--- src/rtl/core/payload_framer_with_delimiters_top_assert.svh ---
// Assertion helpers shared by the framer's RTL.
// Every check is sampled on clk_i and switched off while rst_ni is low.
`ifndef PAYLOAD_FRAMER_WITH_DELIMITERS_TOP_ASSERT_SVH
`define PAYLOAD_FRAMER_WITH_DELIMITERS_TOP_ASSERT_SVH

// Check a property on every rising clock edge.
`define PFD_ASSERT(name, prop, msg) \
  name: assert property (@(posedge clk_i) disable iff (!rst_ni) prop) \
    else $error(msg);

// Check that a condition never holds.
`define PFD_NEVER(name, expr, msg) \
  `PFD_ASSERT(name, !(expr), msg)

`endif

--- src/rtl/core/pfd_pkg.sv ---
package pfd_pkg;

  // Fixed field widths
  localparam int unsigned BYTE_W      = 8;
  localparam int unsigned PLEN_W      = 13;
  localparam int unsigned DELIM_LEN_W = 4;
  localparam int unsigned DELIM_W     = 64;
  localparam int unsigned KIND_W      = 2;
  localparam int unsigned CFG_IDX_W   = 3;
  // Byte select inside a delimiter word
  localparam int unsigned BSEL_W      = $clog2(DELIM_W / BYTE_W);
  // Result index within one item: start count plus end count fits here
  localparam int unsigned IDX_W       = DELIM_LEN_W + 1;

  // Defaults for the top-level parameters
  localparam int unsigned DEF_MAX_DELIM_BYTES = 8;
  localparam int unsigned DEF_MAX_PAYLOAD_LEN = 4096;
  localparam int unsigned DEF_CMD_DEPTH       = 4;

  // Configuration register indexes
  localparam logic [CFG_IDX_W-1:0] CFG_PAYLOAD_LEN = 3'd0;
  localparam logic [CFG_IDX_W-1:0] CFG_START_LEN   = 3'd1;
  localparam logic [CFG_IDX_W-1:0] CFG_START_BYTES = 3'd2;
  localparam logic [CFG_IDX_W-1:0] CFG_END_LEN     = 3'd3;
  localparam logic [CFG_IDX_W-1:0] CFG_END_BYTES   = 3'd4;

  // Reset value of the payload length register
  localparam logic [PLEN_W-1:0] PLEN_RESET = 13'd64;

  // Result byte kinds
  localparam logic [KIND_W-1:0] KIND_START   = 2'd0;
  localparam logic [KIND_W-1:0] KIND_PAYLOAD = 2'd1;
  localparam logic [KIND_W-1:0] KIND_END     = 2'd2;

  typedef struct packed {
    logic [BYTE_W-1:0] data_byte;
    logic              message_end;
  } pfd_in_t;

  typedef struct packed {
    logic [BYTE_W-1:0] out_byte;
    logic [KIND_W-1:0] byte_kind;
    logic              run_last;
  } pfd_out_t;

  typedef struct packed {
    logic [PLEN_W-1:0]      payload_len;
    logic [DELIM_LEN_W-1:0] start_len;
    logic [DELIM_W-1:0]     start_bytes;
    logic [DELIM_LEN_W-1:0] end_len;
    logic [DELIM_W-1:0]     end_bytes;
  } pfd_cfg_t;

  // One classified item: payload byte plus the delimiter counts around it
  typedef struct packed {
    logic [BYTE_W-1:0]      data_byte;
    logic [DELIM_LEN_W-1:0] start_cnt;
    logic [DELIM_LEN_W-1:0] end_cnt;
  } pfd_cmd_t;

endpackage

--- src/rtl/core/pfd_front.sv ---
`include "payload_framer_with_delimiters_top_assert.svh"

module pfd_front import pfd_pkg::*; #(
  parameter int unsigned MAX_DELIM_BYTES = DEF_MAX_DELIM_BYTES,
  parameter int unsigned MAX_PAYLOAD_LEN = DEF_MAX_PAYLOAD_LEN
) (
  input  logic     clk_i,
  input  logic     rst_ni,
  input  pfd_cfg_t cfg_i,
  input  logic     push_i,
  input  pfd_in_t  in_i,
  input  logic     cmd_full_i,
  output logic     cmd_push_o,
  output pfd_cmd_t cmd_o
);

  localparam int unsigned PW  = (MAX_PAYLOAD_LEN > 1) ? $clog2(MAX_PAYLOAD_LEN) : 1;
  localparam int unsigned LW0 = $clog2(MAX_PAYLOAD_LEN + 1);
  localparam int unsigned LW  = ((LW0 > PLEN_W) ? LW0 : PLEN_W) + 1;

  logic [PW-1:0]          pos_q, pos_d;
  logic [LW-1:0]          plen_x, flen, pos_next;
  logic                   accept, close;
  logic [DELIM_LEN_W-1:0] start_eff, end_eff;

  assign accept = push_i && !cmd_full_i;

  // Clamp the frame length to 1..MAX_PAYLOAD_LEN
  always_comb begin
    plen_x = LW'(cfg_i.payload_len);
    if (plen_x == '0) begin
      flen = LW'(1);
    end else if (plen_x > LW'(MAX_PAYLOAD_LEN)) begin
      flen = LW'(MAX_PAYLOAD_LEN);
    end else begin
      flen = plen_x;
    end
  end

  assign start_eff = (cfg_i.start_len > DELIM_LEN_W'(MAX_DELIM_BYTES)) ?
                     DELIM_LEN_W'(MAX_DELIM_BYTES) : cfg_i.start_len;
  assign end_eff   = (cfg_i.end_len > DELIM_LEN_W'(MAX_DELIM_BYTES)) ?
                     DELIM_LEN_W'(MAX_DELIM_BYTES) : cfg_i.end_len;

  assign pos_next = LW'(pos_q) + LW'(1);
  // Close the frame on the message's last byte or when it is full
  assign close    = in_i.message_end || (pos_next >= flen);

  always_comb begin
    pos_d = pos_q;
    if (accept) begin
      pos_d = close ? '0 : PW'(pos_next);
    end
  end

  always_ff @(posedge clk_i or negedge rst_ni) begin
    if (!rst_ni) begin
      pos_q <= '0;
    end else begin
      pos_q <= pos_d;
    end
  end

  always_comb begin
    cmd_o.data_byte = in_i.data_byte;
    cmd_o.start_cnt = (pos_q == '0) ? start_eff : '0;
    cmd_o.end_cnt   = close ? end_eff : '0;
  end

  assign cmd_push_o = accept;

  `PFD_ASSERT(a_pos_below_max, pos_q <= PW'(MAX_PAYLOAD_LEN - 1), "frame position out of range")

endmodule

--- src/rtl/core/pfd_fifo.sv ---
`include "payload_framer_with_delimiters_top_assert.svh"

module pfd_fifo import pfd_pkg::*; #(
  parameter int unsigned DEPTH = DEF_CMD_DEPTH
) (
  input  logic     clk_i,
  input  logic     rst_ni,
  input  logic     push_i,
  input  pfd_cmd_t data_i,
  output logic     full_o,
  input  logic     pop_i,
  output logic     valid_o,
  output pfd_cmd_t data_o
);

  localparam int unsigned AW = (DEPTH > 1) ? $clog2(DEPTH) : 1;
  localparam int unsigned CW = $clog2(DEPTH + 1);

  pfd_cmd_t        mem_q [DEPTH];
  logic [AW-1:0]   wr_ptr_q, wr_ptr_d, rd_ptr_q, rd_ptr_d;
  logic [CW-1:0]   cnt_q, cnt_d;
  logic            do_push, do_pop;

  assign full_o  = (cnt_q == CW'(DEPTH));
  assign valid_o = (cnt_q != '0);
  assign data_o  = mem_q[rd_ptr_q];
  assign do_push = push_i && !full_o;
  assign do_pop  = pop_i && valid_o;

  always_comb begin
    wr_ptr_d = wr_ptr_q;
    rd_ptr_d = rd_ptr_q;
    cnt_d    = cnt_q;
    if (do_push) begin
      wr_ptr_d = (wr_ptr_q == AW'(DEPTH - 1)) ? '0 : wr_ptr_q + AW'(1);
    end
    if (do_pop) begin
      rd_ptr_d = (rd_ptr_q == AW'(DEPTH - 1)) ? '0 : rd_ptr_q + AW'(1);
    end
    if (do_push && !do_pop) begin
      cnt_d = cnt_q + CW'(1);
    end else if (do_pop && !do_push) begin
      cnt_d = cnt_q - CW'(1);
    end
  end

  always_ff @(posedge clk_i or negedge rst_ni) begin
    if (!rst_ni) begin
      wr_ptr_q <= '0;
      rd_ptr_q <= '0;
      cnt_q    <= '0;
    end else begin
      wr_ptr_q <= wr_ptr_d;
      rd_ptr_q <= rd_ptr_d;
      cnt_q    <= cnt_d;
    end
  end

  always_ff @(posedge clk_i) begin
    if (do_push) begin
      mem_q[wr_ptr_q] <= data_i;
    end
  end

  `PFD_ASSERT(a_cnt_bound, cnt_q <= CW'(DEPTH), "queue count above depth")
  `PFD_NEVER(a_push_full, push_i && full_o, "push into full queue")

endmodule

--- src/rtl/core/pfd_back.sv ---
`include "payload_framer_with_delimiters_top_assert.svh"

module pfd_back import pfd_pkg::*; (
  input  logic     clk_i,
  input  logic     rst_ni,
  input  pfd_cfg_t cfg_i,
  input  logic     cmd_valid_i,
  input  pfd_cmd_t cmd_i,
  output logic     cmd_pop_o,
  output logic     empty_o,
  input  logic     pop_i,
  output pfd_out_t out_o
);

  logic [IDX_W-1:0]  idx_q, idx_d;
  logic [IDX_W-1:0]  start_x, last_idx, end_off;
  logic              emit, is_last;
  logic              out_valid_q, out_valid_d;
  pfd_out_t          out_q, res;

  // Advance when the output register is free or being drained
  assign emit     = cmd_valid_i && (!out_valid_q || pop_i);
  assign start_x  = IDX_W'(cmd_i.start_cnt);
  assign last_idx = start_x + IDX_W'(cmd_i.end_cnt);
  assign is_last  = (idx_q == last_idx);
  assign end_off  = idx_q - start_x - IDX_W'(1);

  always_comb begin
    res.run_last = is_last;
    if (idx_q < start_x) begin
      res.byte_kind = KIND_START;
      res.out_byte  = cfg_i.start_bytes[{idx_q[BSEL_W-1:0], 3'b000} +: BYTE_W];
    end else if (idx_q == start_x) begin
      res.byte_kind = KIND_PAYLOAD;
      res.out_byte  = cmd_i.data_byte;
    end else begin
      res.byte_kind = KIND_END;
      res.out_byte  = cfg_i.end_bytes[{end_off[BSEL_W-1:0], 3'b000} +: BYTE_W];
    end
  end

  always_comb begin
    idx_d       = idx_q;
    out_valid_d = out_valid_q;
    if (pop_i) begin
      out_valid_d = 1'b0;
    end
    if (emit) begin
      idx_d       = is_last ? '0 : idx_q + IDX_W'(1);
      out_valid_d = 1'b1;
    end
  end

  always_ff @(posedge clk_i or negedge rst_ni) begin
    if (!rst_ni) begin
      idx_q       <= '0;
      out_valid_q <= 1'b0;
    end else begin
      idx_q       <= idx_d;
      out_valid_q <= out_valid_d;
    end
  end

  always_ff @(posedge clk_i) begin
    if (emit) begin
      out_q <= res;
    end
  end

  assign cmd_pop_o = emit && is_last;
  assign empty_o   = !out_valid_q;
  assign out_o     = out_q;

  `PFD_ASSERT(a_mid_item_head, (idx_q != '0) |-> cmd_valid_i, "head left mid-item")
  `PFD_ASSERT(a_idx_bound, cmd_valid_i |-> (idx_q <= last_idx), "result index past item end")
  `PFD_ASSERT(a_restart, (emit && is_last) |=> (idx_q == '0), "index not cleared after item")

endmodule

--- src/rtl/core/payload_framer_with_delimiters_top.sv ---
// Fixed-length framer: message bytes pushed in are cut into frames of
// payload_len bytes (0 acts as 1, values above MAX_PAYLOAD_LEN are clamped).
// Each frame is preceded by start_len bytes of start_bytes and followed by
// end_len bytes of end_bytes, low byte first, both clamped to
// MAX_DELIM_BYTES. A byte with message_end set also closes the frame, so the
// last frame of a message can be short. Every result carries its kind (start,
// payload, end) and run_last marks the last result of one input byte.
// Rate: one result per clock while results are popped. An input byte yields
// start+1+end results, so plain payload bytes stream at one per cycle and each
// delimiter byte adds one result. A command queue of CMD_DEPTH entries sits
// between classification and emission, so input keeps being taken while
// delimiters go out. The first result of a byte passes through the command
// queue and then the output register before it can be popped.
// Write configuration only while idle; cfg_ready_o is always high and writes
// to unknown indexes are dropped.
`include "payload_framer_with_delimiters_top_assert.svh"

module payload_framer_with_delimiters_top import pfd_pkg::*; #(
  parameter int unsigned MAX_DELIM_BYTES = DEF_MAX_DELIM_BYTES,
  parameter int unsigned MAX_PAYLOAD_LEN = DEF_MAX_PAYLOAD_LEN,
  parameter int unsigned CMD_DEPTH       = DEF_CMD_DEPTH
) (
  input  logic                 clk_i,
  input  logic                 rst_ni,
  // input side
  input  logic                 push,
  output logic                 full,
  input  pfd_in_t              in_i,
  // result side
  output logic                 empty,
  input  logic                 pop,
  output pfd_out_t             out_o,
  // configuration writes
  input  logic                 cfg_valid_i,
  output logic                 cfg_ready_o,
  input  logic [CFG_IDX_W-1:0] cfg_index_i,
  input  logic [DELIM_W-1:0]   cfg_data_i
);

  pfd_cfg_t cfg_q, cfg_d;
  logic     cmd_push, cmd_full, cmd_pop, cmd_valid;
  pfd_cmd_t cmd_in, cmd_head;

  // Configuration registers: take a transfer at any index, drop unknown ones
  assign cfg_ready_o = 1'b1;

  always_comb begin
    cfg_d = cfg_q;
    if (cfg_valid_i && cfg_ready_o) begin
      case (cfg_index_i)
        CFG_PAYLOAD_LEN: cfg_d.payload_len = cfg_data_i[PLEN_W-1:0];
        CFG_START_LEN:   cfg_d.start_len   = cfg_data_i[DELIM_LEN_W-1:0];
        CFG_START_BYTES: cfg_d.start_bytes = cfg_data_i;
        CFG_END_LEN:     cfg_d.end_len     = cfg_data_i[DELIM_LEN_W-1:0];
        CFG_END_BYTES:   cfg_d.end_bytes   = cfg_data_i;
        default: begin
          cfg_d = cfg_q;
        end
      endcase
    end
  end

  always_ff @(posedge clk_i or negedge rst_ni) begin
    if (!rst_ni) begin
      cfg_q.payload_len <= PLEN_RESET;
      cfg_q.start_len   <= '0;
      cfg_q.start_bytes <= '0;
      cfg_q.end_len     <= '0;
      cfg_q.end_bytes   <= '0;
    end else begin
      cfg_q <= cfg_d;
    end
  end

  // Front: track frame position, decide delimiters around each byte
  pfd_front #(
    .MAX_DELIM_BYTES(MAX_DELIM_BYTES),
    .MAX_PAYLOAD_LEN(MAX_PAYLOAD_LEN)
  ) u_front (
    .clk_i      (clk_i),
    .rst_ni     (rst_ni),
    .cfg_i      (cfg_q),
    .push_i     (push),
    .in_i       (in_i),
    .cmd_full_i (cmd_full),
    .cmd_push_o (cmd_push),
    .cmd_o      (cmd_in)
  );

  // Queue of classified bytes between the two halves
  pfd_fifo #(
    .DEPTH(CMD_DEPTH)
  ) u_fifo (
    .clk_i   (clk_i),
    .rst_ni  (rst_ni),
    .push_i  (cmd_push),
    .data_i  (cmd_in),
    .full_o  (cmd_full),
    .pop_i   (cmd_pop),
    .valid_o (cmd_valid),
    .data_o  (cmd_head)
  );

  // Back: sequence start delimiter, payload byte, end delimiter
  pfd_back u_back (
    .clk_i       (clk_i),
    .rst_ni      (rst_ni),
    .cfg_i       (cfg_q),
    .cmd_valid_i (cmd_valid),
    .cmd_i       (cmd_head),
    .cmd_pop_o   (cmd_pop),
    .empty_o     (empty),
    .pop_i       (pop),
    .out_o       (out_o)
  );

  assign full = cmd_full;

  // An item may only be retired while the command queue holds it
  `PFD_NEVER(a_pop_no_item, cmd_pop && !cmd_valid, "item retired from empty queue")
  `PFD_ASSERT(a_cfg_hold, !cfg_valid_i |=> (cfg_q == $past(cfg_q)), "config changed without write")
  `PFD_ASSERT(a_push_takes, (push && !full) |=> !empty || cmd_valid, "accepted byte vanished")

endmodule

--- config.mk ---
export PLATFORM = sky130hd
export DESIGN_NAME = payload_framer_with_delimiters_top
export DESIGN_NICKNAME = d
export VERILOG_FILES = /design/src/rtl/core/pfd_pkg.sv /design/src/rtl/core/pfd_front.sv /design/src/rtl/core/pfd_fifo.sv /design/src/rtl/core/pfd_back.sv /design/src/rtl/core/payload_framer_with_delimiters_top.sv
export VERILOG_INCLUDE_DIRS = /design/src /design/src/rtl/core
export SDC_FILE = /design/constraint.sdc
export NUM_CORES = 1
export LEC_CHECK = 0
export BUFFER_PORTS_ARGS = -buffer_cell sky130_fd_sc_hd__buf_2
export CORE_MARGIN = 2
export CORE_UTILIZATION = 30
export CTS_CLUSTER_SIZE = 25
export DETAILED_ROUTE_END_ITERATION = 8
export PLACE_DENSITY = 0.54
export SETUP_SLACK_MARGIN = 0.3
export SYNTH_ARGS = -nofsm -noshare
export SYNTH_HDL_FRONTEND = slang
export SYNTH_SLANG_ARGS = --single-unit
--- constraint.sdc ---
create_clock -name clk_i -period 4.4 [get_ports clk_i]
set_input_delay 0.88 -clock clk_i [delete_from_list [all_inputs] [get_ports clk_i]]
set_output_delay 0.88 -clock clk_i [all_outputs]
set_load 0.03 [all_outputs]
==> metrics.md <==
| Metric | Value |
|---|---|
| Status | completed |
| Endpoint class of the critical path | flip-flop |
| Die area | a little under 40,000 um^2 |
| Most frequent standard cell in the layout excluding fill and tap cells | sky130_fd_sc_hd__dfrtp_1 |
| Hold/Removal Path Class | input port to asynchronous set/reset pin |
| Starting Density | a little under a third |
| Fillers | 3,667 |
| Static Leakage | around 5.4 nW |
| Final Net Count | ~980 |
| Total wirelength of the detailed-routed design | roughly 27 mm |
| Placeable core region | approximately 38,000 um^2 |
| Total global routing overflow | 0 |
| Number of levels in the clock H-tree | 1 |
| Worst path required time | slightly below 5 ns |
| Post-Place Cells | approximately 1,300 |
| Max-slew violation total from the final report | 0 |
| Yosys warning total | 0 |
| Non-Filler Instances | 1,400 |
| Number of register bits inferred by synthesis | 249 |
| Critical path class | flip-flop to flip-flop |
| Area fraction of the dominant cell type after synthesis | between 30% and 40% |
| Number of iterations in the first detailed-routing pass | 4 |
| Wire length of the first global-routing pass | between 40 and 50 mm |
| Post-synthesis compound-gate area fraction | roughly 3.5% |
| DR vias/cell | approximately 4.8 |
| Clock-pin slew on the worst setup and hold paths | around 0.060 ns |
| Parity-gate share of the synthesized area counting xor and xnor cells | 1.608% |
| Post-synthesis sequential area ratio | ~58% |
| Number of standard cells after synthesis | approximately 770 |
| Combinational family with the most area after synthesis | multiplexers |
| Maximum achievable frequency | roughly 260 MHz |
| CTS Root Buffer Type | sky130_fd_sc_hd__clkbuf_16 |
| Total area of multi-input combinational cells | ~4600 um^2 |
| Sum of net half-perimeters after detailed placement | 18.61 mm |
| GRT Resource Usage Total | between 10% and 20% |
| CTS tree | done |
| Synth area leaders | sky130_fd_sc_hd__dfrtp_1 38%, sky130_fd_sc_hd__edfxtp_1 20%, sky130_fd_sc_hd__mux2_2 15% |
| Area growth syn-to-layout | 16.93% |
| Hold-fix buffers at CTS | 0 |
| Number of library cell types mapped by synthesis | 48 |
| Library cell with the largest summed area after synthesis | sky130_fd_sc_hd__dfrtp_1 |
| Post-synth net total | 882 |
| Fraction of layout cells with a size suffix above 1 | approximately two fifths |
| Register cell area after layout | ~6600 um^2 |
| RSZ-0062 raised after global routing | no |
| Routed length per instance | 19.27 um |
| Number of buffers created by CTS | 27 |
| Summed instance area of the synthesized netlist | ~11,000 um^2 |
| Setup violators final | 0 |
| Placer Congestion | roughly 0.78 |
| Clock Sink Count | around 250 |
| Final worst path period share | 87.14% |
| Fraction of synthesized area in multiplexers | between 20% and 30% |
| Number of endpoints with negative hold slack in the final report | 0 |
| Height of the chip | roughly 200 um |
| CTS-repair resized insts | 0 |
| Total DRC errors in the routed layout | 0 |
| Max-Slew Margin vs Limit | between 20% and 30% |
| Initial antenna violation count | 2 |
| Worst-Skew Late Latency | 0.56 ns |
| Highest fanout seen on the critical path | 8 |
| Power density over cell area | 658.3 nW/um^2 |
| Number of design-rule violations left by the first detailed-router iteration | ~310 |
| Arrival time reported for the critical path endpoint | around 4.3 ns |
| Final TNS setup | 0 ns |
| Largest clock skew in the final design | roughly 0.023 ns |
| Simple-gate area share of the yosys netlist | under 10% |
| Setup Buffers After CTS | 0 |
| Time the final worst path needs with I/O delays and setup | 3.834 ns |
| Number of vias after detailed routing | 6,665 |
| Highest-count cells in the layout ignoring fill and taps | 173 x sky130_fd_sc_hd__dfrtp_1, 148 x sky130_fd_sc_hd__mux2_2, 92 x sky130_fd_sc_hd__buf_2, 75 x sky130_fd_sc_hd__edfxtp_1, 51 x sky130_fd_sc_hd__nand2_1 |
| PortBufs | 93 |
| Maximum Capacitance Violations | 0 |
| Largest net degree at the start of global routing | 88 |
| Adder and majority cell fraction of the synthesized area | ~3.9% |
| Element type at the critical path start | flip-flop |
| Number of nets with antenna violations after detailed routing | 0 |
| Via count of the first global-routing pass | around 6,800 |
| Longest Clk Path Bufs | 3 |
| Row cnt | 71 |
| Boundary Pins | 95 |
| Worst Tran Pin Value | about 1.2 ns |
| Maximum VDD drop | around 0.32 mV |
| Floorplan die width | 199.3 um |
| Avg Cell Area, Syn | 14.91 um^2 |
[state kept, by name, indices dropped and copies added, names as in the netlist]
register	cells
u_front.pos_q	12
u_fifo.cnt_q	3
u_back.idx_q	5
u_fifo.mem_q	64
u_fifo.rd_ptr_q	2
u_back.out_o	11
cfg_q	149
u_fifo.wr_ptr_q	2
u_back.out_valid_q	1
[metal layers]
| layer | track usage [%] | routed length, um | vias up |
|---|---|---|---|
| li1 | - | - | 3070 |
| met1 | 18.40 | 12060 | 3464 |
| met2 | 23.42 | 13260 | 97 |
| met3 | 2.346 | 1162 | 32 |
| met4 | 3.538 | 488 | 2 |
| met5 | 0 | 13 | - |
[kinds of logic (layout without fill, tap and decap cells)]
logic type	Yosys count	in the layout
fa+ha+maj	34	34
buf+inv	59	180
compound gates	67	67
xor+xnor	21	21
mux	207	207
simple gates	129	129
other cells	1	2
flops	249	249
[synth_stat cells (all sizes together)]
cell type / n
a211oi: 9
a21o: 3
a21oi: 10
a31oi: 1
and2: 11
and3: 4
and3b: 4
and4: 1
buf: 27
clkbuf: 12
clkinv: 1
conb: 1
dfrtp: 173
dfstp: 1
edfxtp: 75
fa: 3
ha: 31
inv: 19
mux2: 150
mux2i: 9
mux4: 48
nand2: 51
nand2b: 3
nand3: 11
nand3b: 1
nand4: 3
nor2: 10
nor2b: 8
nor3: 9
nor3b: 3
nor4: 5
o2111ai: 1
o211ai: 5
o21ai: 28
o221a: 1
o22ai: 8
o31ai: 1
or3: 3
or3b: 1
or4: 1
xnor2: 10
xor2: 11
[area by class of cell]
cell class / count / share of cell area [%]
clock inverter: 15 / 0.9354
inverter: 20 / 0.5612
sequential: 249 / 49.40
multi-input combinational: 459 / 34.30
antenna: 1 / 0.01871
tap: 511 / 4.780
timing repair buffer: 110 / 4.480
clock buffer: 35 / 5.528
[stage by stage]
| step | area [um^2] | setup slack [ns] | hold slack, ns | utilization (%) | power, mW |
|---|---|---|---|---|---|
| after global placement | 12510 | 0.5767 | 0.4753 | 33.29 | 6.664 |
| final | 13380 | 0.5657 | 0.4002 | 35.60 | 8.805 |
| after detailed placement | 12510 | 0.5437 | 0.4775 | 33.29 | 6.719 |
| after floorplan | 11440 | 0.4448 | 0.4560 | - | 5.715 |
| after CTS | 13370 | 0.5284 | 0.4428 | 35.59 | 8.957 |
| after global routing | 13370 | 0.3430 | 0.4777 | 35.59 | 9.337 |
[final timing paths]
kind	end	slack [ns]	from	depth (start not counted)
worst max-delay path	u_fifo.cnt_q[1]$_DFFE_PN0P_	0.57	u_fifo.rd_ptr_q[0]$_DFFE_PN0P_	11
worst min-delay path	cfg_q[139]$_DFFE_PN0P_	0.40	rst_ni	1
worst max register to register	u_fifo.cnt_q[1]$_DFFE_PN0P_	0.57	u_fifo.rd_ptr_q[0]$_DFFE_PN0P_	11
worst min register to register	u_fifo.cnt_q[2]$_DFFE_PN0P_	0.49	u_fifo.cnt_q[2]$_DFFE_PN0P_	1
max in group asynchronous	cfg_q[88]$_DFFE_PN0P_	3.05	rst_ni	2
min in group clk_i	u_fifo.cnt_q[2]$_DFFE_PN0P_	0.49	u_fifo.cnt_q[2]$_DFFE_PN0P_	1
[worst max-delay path, stage by stage, from the launching register on]
cell and delay (ns):
sky130_fd_sc_hd__dfrtp_1 0.62, sky130_fd_sc_hd__mux4_2 0.61, sky130_fd_sc_hd__ha_1 0.23, sky130_fd_sc_hd__inv_1 0.07, sky130_fd_sc_hd__fa_1 0.41, sky130_fd_sc_hd__xor2_1 0.14
sky130_fd_sc_hd__nand3_1 0.11, sky130_fd_sc_hd__or4_4 0.56, sky130_fd_sc_hd__ha_1 0.23, sky130_fd_sc_hd__inv_1 0.07, sky130_fd_sc_hd__fa_1 0.40, sky130_fd_sc_hd__mux2_2 0.28
[where the power goes]
group | total (mW) | leakage, nW | internal, mW | switching (mW)
logic | 3.25 | 2.18 | 1.59 | 1.66
clock network | 2.21 | 0.435 | 1.26 | 0.952
registers | 3.35 | 2.80 | 3.03 | 0.318
Note: power is estimated with default switching activity, not from simulation.
